**src/gnod_pkg.sv**
```systemverilog
package gnod_pkg;

	localparam int unsigned MAX_COLUMNS = 4096;
	localparam int unsigned MAX_ROWS    = 4096;

	localparam int unsigned COL_W = (MAX_COLUMNS > 1) ? $clog2(MAX_COLUMNS) : 1;
	localparam int unsigned ROW_W = (MAX_ROWS > 1) ? $clog2(MAX_ROWS) : 1;
	localparam int unsigned POS_W = (COL_W > ROW_W) ? COL_W : ROW_W;

	localparam int unsigned OCC_W        = 8;
	localparam int unsigned COORD_W      = 32;
	localparam int unsigned CELL_SIZE_W  = 24;
	localparam int unsigned GRID_WIDTH_W = 13;
	localparam int unsigned MAX_DIST_W   = 24;
	localparam int unsigned DIST_W       = 32;

	localparam int unsigned MUL_W    = 32;
	localparam int unsigned PROD_W   = POS_W + CELL_SIZE_W;
	localparam int unsigned DIFF_W   = ((PROD_W > COORD_W + 1) ? PROD_W : COORD_W + 1) + 2;
	localparam int unsigned SQ_W     = 2 * MUL_W;
	localparam int unsigned MAXSQ_W  = 2 * MAX_DIST_W;
	localparam int unsigned WCMP_W   = (COL_W + 1 > GRID_WIDTH_W) ? COL_W + 1 : GRID_WIDTH_W;
	localparam int unsigned ROOT_K_W = 5;

	localparam int unsigned PADDR_W = 5;
	localparam int unsigned PDATA_W = 32;

	localparam logic [CELL_SIZE_W-1:0]  CELL_SIZE_RST  = CELL_SIZE_W'(3277);
	localparam logic [GRID_WIDTH_W-1:0] GRID_WIDTH_RST = GRID_WIDTH_W'(4096);
	localparam logic [MAX_DIST_W-1:0]   MAX_DIST_RST   = MAX_DIST_W'(393216);
	localparam logic [MAXSQ_W-1:0]      MAX_SQ_RST     = MAXSQ_W'(MAX_DIST_RST) * MAXSQ_W'(MAX_DIST_RST);

	typedef logic [2:0] reg_idx_t;

	localparam reg_idx_t REG_ROBOT_X       = 3'd0;
	localparam reg_idx_t REG_ROBOT_Y       = 3'd1;
	localparam reg_idx_t REG_GRID_ORIGIN_X = 3'd2;
	localparam reg_idx_t REG_GRID_ORIGIN_Y = 3'd3;
	localparam reg_idx_t REG_CELL_SIZE     = 3'd4;
	localparam reg_idx_t REG_GRID_WIDTH    = 3'd5;
	localparam reg_idx_t REG_MAX_DISTANCE  = 3'd6;

endpackage

```
**src/gnod_if.sv**
```systemverilog
interface gnod_grid_if import gnod_pkg::*; ();
	logic                    valid;
	logic                    ready;
	logic signed [OCC_W-1:0] occupancy;
	logic                    last_cell;

	modport source (output valid, output occupancy, output last_cell, input ready);
	modport sink   (input valid, input occupancy, input last_cell, output ready);
endinterface

interface gnod_result_if import gnod_pkg::*; ();
	logic              valid;
	logic              ready;
	logic [DIST_W-1:0] nearest_distance;

	modport source (output valid, output nearest_distance, input ready);
	modport sink   (input valid, input nearest_distance, output ready);
endinterface

```
**src/grid_nearest_obstacle_distance.sv**
```systemverilog
// Streams an occupancy grid one cell per beat in row-major order and, on the beat marked
// last_cell, returns the distance (Q16.16 m) from the robot to the nearest occupied cell, or
// max_distance when none is closer. A free or unknown cell needs no further work; an
// occupied cell stalls the grid channel while its position products and both squares go
// one after another through a single 32x32 multiplier. The last cell also runs the
// bit-serial square root (32 steps plus load and hand-off). A write of max_distance keeps
// the grid channel busy while the new squared limit goes through the multiplier. A finished
// result sits in an output register, so the next grid can start while it waits to be taken.
module grid_nearest_obstacle_distance import gnod_pkg::*; (
	input  logic               clk,
	input  logic               arst_n,
	gnod_grid_if.sink          grid,
	gnod_result_if.source      result,
	input  logic               psel,
	input  logic               penable,
	input  logic               pwrite,
	input  logic [PADDR_W-1:0] paddr,
	input  logic [PDATA_W-1:0] pwdata,
	output logic [PDATA_W-1:0] prdata,
	output logic               pready
);

	localparam logic [3:0] S_IDLE  = 4'd0;
	localparam logic [3:0] S_MUL   = 4'd1;
	localparam logic [3:0] S_DIF   = 4'd2;
	localparam logic [3:0] S_ABS   = 4'd3;
	localparam logic [3:0] S_SQ    = 4'd4;
	localparam logic [3:0] S_SUM   = 4'd5;
	localparam logic [3:0] S_LOAD  = 4'd6;
	localparam logic [3:0] S_RINIT = 4'd7;
	localparam logic [3:0] S_ROOT  = 4'd8;
	localparam logic [3:0] S_EMIT  = 4'd9;

	logic [3:0] state_q;
	logic       reload_q;
	logic       axis_q;

	logic signed [COORD_W-1:0] robot_x_q, robot_y_q, origin_x_q, origin_y_q;
	logic [CELL_SIZE_W-1:0]    cell_size_q;
	logic [GRID_WIDTH_W-1:0]   grid_width_q;
	logic [MAX_DIST_W-1:0]     max_dist_q;
	logic [MAXSQ_W-1:0]        max_sq_q;
	logic [SQ_W-1:0]           lsd_q;

	logic [COL_W-1:0] col_q, item_col_q;
	logic [ROW_W-1:0] row_q, item_row_q;
	logic             last_q;

	logic [SQ_W-1:0]          prod_q;
	logic signed [DIFF_W-1:0] diff_q;
	logic [DIFF_W-1:0]        abs_q;
	logic                     sat_q;
	logic [SQ_W-1:0]          acc_q;
	logic [SQ_W-1:0]          v_q, res_q;
	logic [ROOT_K_W-1:0]      k_q;

	logic              out_valid_q;
	logic [DIST_W-1:0] out_data_q;

	logic cfg_wr;
	logic in_acc;
	logic occupied;
	logic emit_go;

	logic [MUL_W-1:0]  mul_a, mul_b;
	logic [SQ_W-1:0]   mul_p;
	logic [SQ_W-1:0]   sq_val;
	logic [SQ_W:0]     sum_w;
	logic [SQ_W-1:0]   total;
	logic [SQ_W-1:0]   rbit, trial;
	logic [SQ_W:0]     rdiff;
	logic [WCMP_W-1:0] width_eff, col_inc;
	logic [ROW_W:0]    row_inc;

	assign pready   = 1'b1;
	assign cfg_wr   = psel && penable && pwrite;
	assign in_acc   = grid.valid && grid.ready;
	assign occupied = !grid.occupancy[OCC_W-1] && (grid.occupancy != '0);
	assign emit_go  = (state_q == S_EMIT) && (!out_valid_q || result.ready);

	assign grid.ready              = (state_q == S_IDLE) && !reload_q;
	assign result.valid            = out_valid_q;
	assign result.nearest_distance = out_data_q;

	always_comb begin
		prdata = '0;
		unique case (paddr[4:2])
			REG_ROBOT_X:       prdata = robot_x_q;
			REG_ROBOT_Y:       prdata = robot_y_q;
			REG_GRID_ORIGIN_X: prdata = origin_x_q;
			REG_GRID_ORIGIN_Y: prdata = origin_y_q;
			REG_CELL_SIZE:     prdata = PDATA_W'(cell_size_q);
			REG_GRID_WIDTH:    prdata = PDATA_W'(grid_width_q);
			REG_MAX_DISTANCE:  prdata = PDATA_W'(max_dist_q);
			default:           prdata = '0;
		endcase
	end

	// shared multiplier operand select
	always_comb begin
		mul_a = '0;
		mul_b = '0;
		unique case (state_q)
			S_IDLE: begin
				mul_a = MUL_W'(max_dist_q);
				mul_b = MUL_W'(max_dist_q);
			end
			S_MUL: begin
				mul_a = axis_q ? MUL_W'(item_row_q) : MUL_W'(item_col_q);
				mul_b = MUL_W'(cell_size_q);
			end
			S_SQ: begin
				mul_a = abs_q[MUL_W-1:0];
				mul_b = abs_q[MUL_W-1:0];
			end
			default: ;
		endcase
	end

	assign mul_p  = SQ_W'(mul_a) * SQ_W'(mul_b);
	assign sq_val = sat_q ? '1 : prod_q;
	assign sum_w  = {1'b0, acc_q} + {1'b0, sq_val};
	assign total  = sum_w[SQ_W] ? '1 : sum_w[SQ_W-1:0];

	assign rbit  = SQ_W'(1) << {k_q, 1'b0};
	assign trial = res_q + rbit;
	assign rdiff = {1'b0, v_q} - {1'b0, trial};

	always_comb begin
		width_eff = WCMP_W'(grid_width_q);
		if (grid_width_q == '0 || WCMP_W'(grid_width_q) > WCMP_W'(MAX_COLUMNS)) begin
			width_eff = WCMP_W'(MAX_COLUMNS);
		end
	end

	assign col_inc = WCMP_W'(col_q) + WCMP_W'(1);
	assign row_inc = {1'b0, row_q} + (ROW_W + 1)'(1);

	// control and architectural state
	always_ff @(posedge clk or negedge arst_n) begin
		if (!arst_n) begin
			state_q      <= S_IDLE;
			reload_q     <= 1'b0;
			axis_q       <= 1'b0;
			robot_x_q    <= '0;
			robot_y_q    <= '0;
			origin_x_q   <= '0;
			origin_y_q   <= '0;
			cell_size_q  <= CELL_SIZE_RST;
			grid_width_q <= GRID_WIDTH_RST;
			max_dist_q   <= MAX_DIST_RST;
			max_sq_q     <= MAX_SQ_RST;
			lsd_q        <= SQ_W'(MAX_SQ_RST);
			col_q        <= '0;
			row_q        <= '0;
			out_valid_q  <= 1'b0;
		end else begin
			if (emit_go) begin
				out_valid_q <= 1'b1;
			end else if (result.ready) begin
				out_valid_q <= 1'b0;
			end

			if (in_acc) begin
				if (grid.last_cell) begin
					col_q <= '0;
					row_q <= '0;
				end else if (col_inc >= width_eff) begin
					col_q <= '0;
					row_q <= (row_inc >= (ROW_W + 1)'(MAX_ROWS)) ? '0 : row_inc[ROW_W-1:0];
				end else begin
					col_q <= col_inc[COL_W-1:0];
				end
			end

			unique case (state_q)
				S_IDLE: begin
					if (reload_q) begin
						state_q <= S_LOAD;
					end else if (in_acc) begin
						axis_q <= 1'b0;
						if (occupied) begin
							state_q <= S_MUL;
						end else if (grid.last_cell) begin
							state_q <= S_RINIT;
						end
					end
				end
				S_MUL:   state_q <= S_DIF;
				S_DIF:   state_q <= S_ABS;
				S_ABS:   state_q <= S_SQ;
				S_SQ: begin
					if (axis_q) begin
						state_q <= S_SUM;
					end else begin
						axis_q  <= 1'b1;
						state_q <= S_MUL;
					end
				end
				S_SUM: begin
					if (total < lsd_q) begin
						lsd_q <= total;
					end
					state_q <= last_q ? S_RINIT : S_IDLE;
				end
				S_LOAD: begin
					max_sq_q <= prod_q[MAXSQ_W-1:0];
					lsd_q    <= SQ_W'(prod_q[MAXSQ_W-1:0]);
					reload_q <= 1'b0;
					state_q  <= S_IDLE;
				end
				S_RINIT: state_q <= S_ROOT;
				S_ROOT: begin
					if (k_q == '0) begin
						state_q <= S_EMIT;
					end
				end
				S_EMIT: begin
					if (emit_go) begin
						lsd_q   <= SQ_W'(max_sq_q);
						state_q <= S_IDLE;
					end
				end
				default: state_q <= S_IDLE;
			endcase

			if (cfg_wr) begin
				unique case (paddr[4:2])
					REG_ROBOT_X:       robot_x_q    <= pwdata;
					REG_ROBOT_Y:       robot_y_q    <= pwdata;
					REG_GRID_ORIGIN_X: origin_x_q   <= pwdata;
					REG_GRID_ORIGIN_Y: origin_y_q   <= pwdata;
					REG_CELL_SIZE:     cell_size_q  <= pwdata[CELL_SIZE_W-1:0];
					REG_GRID_WIDTH:    grid_width_q <= pwdata[GRID_WIDTH_W-1:0];
					REG_MAX_DISTANCE: begin
						max_dist_q <= pwdata[MAX_DIST_W-1:0];
						reload_q   <= 1'b1;
					end
					default: ;
				endcase
			end
		end
	end

	// datapath
	always_ff @(posedge clk) begin
		prod_q <= mul_p;

		if (in_acc) begin
			item_col_q <= col_q;
			item_row_q <= row_q;
			last_q     <= grid.last_cell;
		end

		unique case (state_q)
			S_MUL: begin
				if (axis_q) begin
					acc_q <= sq_val;
				end
			end
			S_DIF: begin
				if (axis_q) begin
					diff_q <= DIFF_W'(robot_y_q) - DIFF_W'(origin_y_q)
						- DIFF_W'(prod_q[PROD_W-1:0]);
				end else begin
					diff_q <= DIFF_W'(robot_x_q) - DIFF_W'(origin_x_q)
						- DIFF_W'(prod_q[PROD_W-1:0]);
				end
			end
			S_ABS: abs_q <= diff_q[DIFF_W-1] ? DIFF_W'(-diff_q) : DIFF_W'(diff_q);
			S_SQ:  sat_q <= |abs_q[DIFF_W-1:MUL_W];
			S_RINIT: begin
				v_q   <= lsd_q;
				res_q <= '0;
				k_q   <= '1;
			end
			S_ROOT: begin
				if (!rdiff[SQ_W]) begin
					v_q   <= rdiff[SQ_W-1:0];
					res_q <= (res_q >> 1) + rbit;
				end else begin
					res_q <= res_q >> 1;
				end
				k_q <= k_q - ROOT_K_W'(1);
			end
			S_EMIT: begin
				if (emit_go) begin
					out_data_q <= res_q[DIST_W-1:0];
				end
			end
			default: ;
		endcase
	end

	a_last_clears_pos: assert property (@(posedge clk) disable iff (!arst_n)
		(in_acc && grid.last_cell) |=> (col_q == '0 && row_q == '0))
		else $error("position not cleared after last cell");

	a_min_bounded: assert property (@(posedge clk) disable iff (!arst_n)
		lsd_q <= SQ_W'(max_sq_q))
		else $error("running minimum above squared limit");

	a_root_ends: assert property (@(posedge clk) disable iff (!arst_n)
		(state_q == S_ROOT && k_q == '0) |=> (state_q == S_EMIT))
		else $error("square root did not hand off");

	a_valid_from_emit: assert property (@(posedge clk) disable iff (!arst_n)
		$rose(out_valid_q) |-> ($past(state_q) == S_EMIT))
		else $error("result raised outside emit");

endmodule

```
**src/flat_wrapper.sv**
```systemverilog
// flat-port wrapper written by rule: the top's interface ports become plain ports
module grid_nearest_obstacle_distance_flat import gnod_pkg::*;
  (clk, arst_n, psel, penable, pwrite, paddr, pwdata, prdata, pready, grid_valid, grid_occupancy, grid_last_cell, grid_ready, result_valid, result_nearest_distance, result_ready);
  gnod_grid_if grid_i ();
  gnod_result_if result_i ();
  input  logic clk;
  input  logic arst_n;
  input  logic psel;
  input  logic penable;
  input  logic pwrite;
  input  logic [PADDR_W-1:0] paddr;
  input  logic [PDATA_W-1:0] pwdata;
  output logic [PDATA_W-1:0] prdata;
  output logic pready;
  input wire logic [$bits(grid_i.valid)-1:0] grid_valid;
  input wire logic [$bits(grid_i.occupancy)-1:0] grid_occupancy;
  input wire logic [$bits(grid_i.last_cell)-1:0] grid_last_cell;
  output wire logic [$bits(grid_i.ready)-1:0] grid_ready;
  output wire logic [$bits(result_i.valid)-1:0] result_valid;
  output wire logic [$bits(result_i.nearest_distance)-1:0] result_nearest_distance;
  input wire logic [$bits(result_i.ready)-1:0] result_ready;
  assign grid_i.valid = grid_valid;
  assign grid_i.occupancy = grid_occupancy;
  assign grid_i.last_cell = grid_last_cell;
  assign grid_ready = grid_i.ready;
  assign result_valid = result_i.valid;
  assign result_nearest_distance = result_i.nearest_distance;
  assign result_i.ready = result_ready;
  grid_nearest_obstacle_distance u_core (.clk(clk), .arst_n(arst_n), .grid(grid_i), .result(result_i), .psel(psel), .penable(penable), .pwrite(pwrite), .paddr(paddr), .pwdata(pwdata), .prdata(prdata), .pready(pready));
endmodule
```
**config.mk**
```make
export PLATFORM = sky130hd
export DESIGN_NAME = grid_nearest_obstacle_distance_flat
export DESIGN_NICKNAME = d
export VERILOG_FILES = /design/src/gnod_pkg.sv /design/src/gnod_if.sv /design/src/grid_nearest_obstacle_distance.sv /design/src/flat_wrapper.sv
export SDC_FILE = /design/constraint.sdc
export NUM_CORES = 2
export LEC_CHECK = 0
export BUFFER_PORTS_ARGS = -buffer_cell sky130_fd_sc_hd__buf_2
export CELL_PAD_IN_SITES_DETAIL_PLACEMENT = 1
export CELL_PAD_IN_SITES_GLOBAL_PLACEMENT = 2
export CORE_MARGIN = 5
export CORE_UTILIZATION = 38
export CTS_BUF_LIST = sky130_fd_sc_hd__clkbuf_16
export DETAILED_ROUTE_END_ITERATION = 10
export GPL_TIMING_DRIVEN = 0
export HOLD_SLACK_MARGIN = 0.05
export PLACE_DENSITY = 0.84
export SLEW_MARGIN = 25
export SYNTH_ARGS = -nofsm -noshare
export SYNTH_HDL_FRONTEND = slang
export SYNTH_SLANG_ARGS = --single-unit
export TNS_END_PERCENT = 5
```
**constraint.sdc**
```tcl
create_clock -name clk -period 9.27 [get_ports clk]
set_clock_uncertainty 0.15 [all_clocks]
set_input_delay 2.3175 -clock clk [delete_from_list [all_inputs] [get_ports clk]]
set_output_delay 2.3175 -clock clk [all_outputs]
set_load 0.05 [all_outputs]
```
==> flow_metrics.env <==
export IMPL_finalCritPeriodShare_pct=100.1
export IMPL_core_rowCount=169
export IMPL_overflow=0
export IMPL_avgSynthCellArea_um2=9.011
export IMPL_worstPathArrival_ps=9640
export IMPL_core_um2=212100
export IMPL_antenna_left=0
export IMPL_gp_congestion=1.045
export IMPL_grt_max_degree=84
export IMPL_finalSetupTns_ps=-23.16
export IMPL_vias=69450
export IMPL_synthMuxAreaShare_pct=3.735
export IMPL_crit_required_ps=9630
export IMPL_worst_path_most_repeated_cell="fa_1"
export IMPL_ir_drop_mv=0.2990
export IMPL_antenna_found_initial=21
export IMPL_synth_common_cells="inv_1, nand2_1, fa_1, nor2_1, ha_1"
export IMPL_synthesis_instances=8985
export IMPL_portBuffers=115
export IMPL_grt_setup_unrepaired="true"
export IMPL_hp_class="reg2reg"
export IMPL_fmaxAchievable_mhz=107.7
export IMPL_cts_max_path_buffers=3
export IMPL_power_density_nw_per_um2=325.5
export IMPL_drt_wl_total_um=330900
export IMPL_grt_pass1_wl_um=485800
export IMPL_clockRootBuffer="clkbuf_16"
export IMPL_synth_enable_flop_cells=331
export IMPL_fin_crit_ps=9283
export IMPL_critical_path_class="reg2reg"
export IMPL_ctsHoldBuffers=0
export IMPL_slew_headroom_pct=22.13
export IMPL_drt_pass1_iterations=5
export IMPL_p_leak_nw=41.90
export IMPL_cts_num_sinks=727
export IMPL_violations="negative setup slack"
export IMPL_syn_to_final_growth_pct=14.03
export IMPL_drv_cap=0
export IMPL_drive_gt1_share_pct=12.15
export IMPL_die_w_um=471.6
export IMPL_synth_compound_area_share_pct=13.97
export IMPL_final_area_um2=92330
export IMPL_yosys_warnings=0
export IMPL_drv_slew=0
export IMPL_ys_top_cells_by_area="fa_1, edfxtp_1, ha_1"
export IMPL_synth_most_common_cell="inv_1"
export IMPL_total_power_mw=30.05
export IMPL_syn_num_nets=10570
export IMPL_htreeDepth=3
export IMPL_ys_seq_area_share_pct=24.14
export IMPL_status="finished with violations"
export IMPL_clock_latency_ps=710
export IMPL_cts_tree="built"
export IMPL_die_y_um=471.6
export IMPL_drt_iter0_markers=5681
export IMPL_finalHoldViolCount=0
export IMPL_grt_pass1_vias=74630
export IMPL_fin_util_pct=43.53
export IMPL_critPathSlowestCell="xnor2_1"
export IMPL_critical_path_max_stage_delay_ps=610
export IMPL_dp_hpwl_um=263700
export IMPL_grt_usage_pct=29.13
export IMPL_wl_per_cell_um=27.03
export IMPL_via_per_inst=5.671
export IMPL_setup_viol=3
export IMPL_synth_top_area_share_pct=22.01
export IMPL_yosys_area_share_adder_pct=31.85
export IMPL_num_io_pins=120
export IMPL_ys_ff_latch=727
export IMPL_r2r_slack_ps=-10
export IMPL_drcViolationCount=0
export IMPL_synth_top_area_cell="fa_1"
export IMPL_synthFlopType="edfxtp_1"
export IMPL_synth_top_family_by_area="adder cells"
export IMPL_start_util_pct=38.18
export IMPL_tightest_slew_ps=1168
export IMPL_dieArea_um2=222400
export IMPL_synth_distinct_cells=103
export IMPL_ys_async_sr_fraction_pct=45.67
export IMPL_worstSetupEndpointType="flop"
export IMPL_nets=10920
export IMPL_place_area_um2=85890
export IMPL_worst_slack_ps=-13.14
export IMPL_synthSimpleGateAreaFrac_pct=14.50
export IMPL_clkTransAtPathRegs_ps=70
export IMPL_cts_buffers=81
export IMPL_synthXorXnorAreaFrac_pct=4.046
export IMPL_synth_area_um2=80970
export IMPL_cp_max_fo=11
export IMPL_startpoint_type="flop"
-- critical path, delay by kind of cell (launching register included) --
| family | cells | cell delay (ps) |
|---|---|---|
| xor+xnor | 1 | 610 |
| flops | 1 | 410 |
| simple gates | 5 | 790 |
| mux | 1 | 410 |
| compound gates | 6 | 1400 |
| buf+inv | 9 | 1000 |
| fa+ha+maj | 9 | 4270 |
-- layout make-up --
type | instances | area, um2
diodes | 21 | 52.55
plain buffers | 353 | 2382
clock buffers | 84 | 2102
clock inverters | 67 | 744.5
fillers | 24490 | 119800
inverters | 1278 | 4870
multi-input cells | 6609 | 56640
flip-flops and latches | 727 | 19550
well taps | 2821 | 3530
repair buffers | 285 | 2457
-- flip-flops by register name, summed over array words and instances, names as in the netlist, 32 cells and up --
| signal | flops |
|---|---|
| u_core.acc_q | 64 |
| u_core.v_q | 64 |
| u_core.origin_y_q | 32 |
| u_core.res_q | 64 |
| u_core.abs_q | 38 |
| u_core.robot_y_q | 32 |
| u_core.result.nearest_distance | 32 |
| u_core.prod_q | 64 |
| u_core.lsd_q | 64 |
| u_core.diff_q | 38 |
| u_core.origin_x_q | 32 |
| u_core.robot_x_q | 32 |
| u_core.max_sq_q | 48 |
-- path summary, 6_finish.rpt --
check,from,end,cells past startpoint
setup / recovery,u_core.state_q[2]$_DFFE_PN0P_,u_core.prod_q[32]$_DFF_P_,31
hold / removal,u_core.col_q[5]$_DFFE_PN0P_,u_core.item_col_q[5]$_DFFE_PP_,0
setup reg to reg,u_core.state_q[2]$_DFFE_PN0P_,u_core.prod_q[32]$_DFF_P_,31
hold reg to reg,u_core.col_q[5]$_DFFE_PN0P_,u_core.item_col_q[5]$_DFFE_PP_,0
max in group asynchronous,arst_n,u_core.lsd_q[34]$_DFFE_PN1P_,3
min in group asynchronous,arst_n,u_core.row_q[11]$_DFFE_PN0P_,1
-- power by group --
part           switching (mW)  leakage, nW  internal, mW
sequential              0.860         7.59          4.53
clock                    1.53         1.41          2.01
combinational            13.7         32.9          7.42
total                    16.1         41.9          14.0
-- timing repair --
action	in CTS	in global routing
pin swaps	30	42
cloned	2	0
endpoints found under the setup margin	54	43
buffers inserted	82	52
gates resized for setup	528	160
-- cells by family after synthesis --
family | count (synthesis)
and+or+nand+nor | 2670
AOI/OAI and AO/OA | 1778
buffers and inverters | 1649
adders and majority gates | 1527
DFF | 727
xor gates and xnor gates | 374
muxes | 259
other | 1
-- cells in the final DEF (no fill, tap or decap), types with 24 or more instances in the layout --
| cell type | instances |
|---|---|
| nor2b_1 | 73 |
| buf_4 | 127 |
| o21bai_1 | 76 |
| clkbuf_8 | 29 |
| nand2b_1 | 84 |
| dfrtp_1 | 315 |
| edfxtp_1 | 331 |
| ha_1 | 619 |
| xnor2_1 | 227 |
| buf_2 | 152 |
| o21a_1 | 48 |
| mux2_2 | 158 |
| and3_1 | 62 |
| nand4_1 | 70 |
| xor2_1 | 142 |
| nand3_1 | 94 |
| a21o_1 | 202 |
| a31oi_1 | 108 |
| or3_1 | 55 |
| nand2_1 | 1045 |
| inv_1 | 1267 |
| dfxtp_1 | 64 |
| and2_1 | 42 |
| o211ai_1 | 31 |
| a21oi_1 | 421 |
| fa_1 | 878 |
| nor2_1 | 840 |
| buf_12 | 28 |
| buf_6 | 30 |
| mux2i_1 | 51 |
| a211oi_1 | 58 |
| clkbuf_4 | 24 |
| o31ai_1 | 40 |
| clkbuf_1 | 168 |
| nor3_1 | 61 |
| clkbuf_2 | 24 |
| a31o_2 | 25 |
| clkbuf_16 | 94 |
| o21ai_0 | 445 |
| or2_2 | 85 |
-- per-stage QoR --
stage          cells  hold slack (ps)  setup slack [ps]
2_1_floorplan   8985            239.3             76.09
3_3_place_gp   11920            284.1             -3356
3_5_place_dp   11960            296.5             -2971
4_1_cts        12180            312.5            0.9797
5_1_grt        12230            318.0            -224.1
6_report       12250            308.0            -13.14
-- layer usage --
layer	part of all wire [%]	GRT usage [%]
met1	41	37.12
met2	45	47.04
met3	7.3	5.942
met4	6.3	14.77
met5	0.014	0
Note: power is estimated with default switching activity, not from simulation.
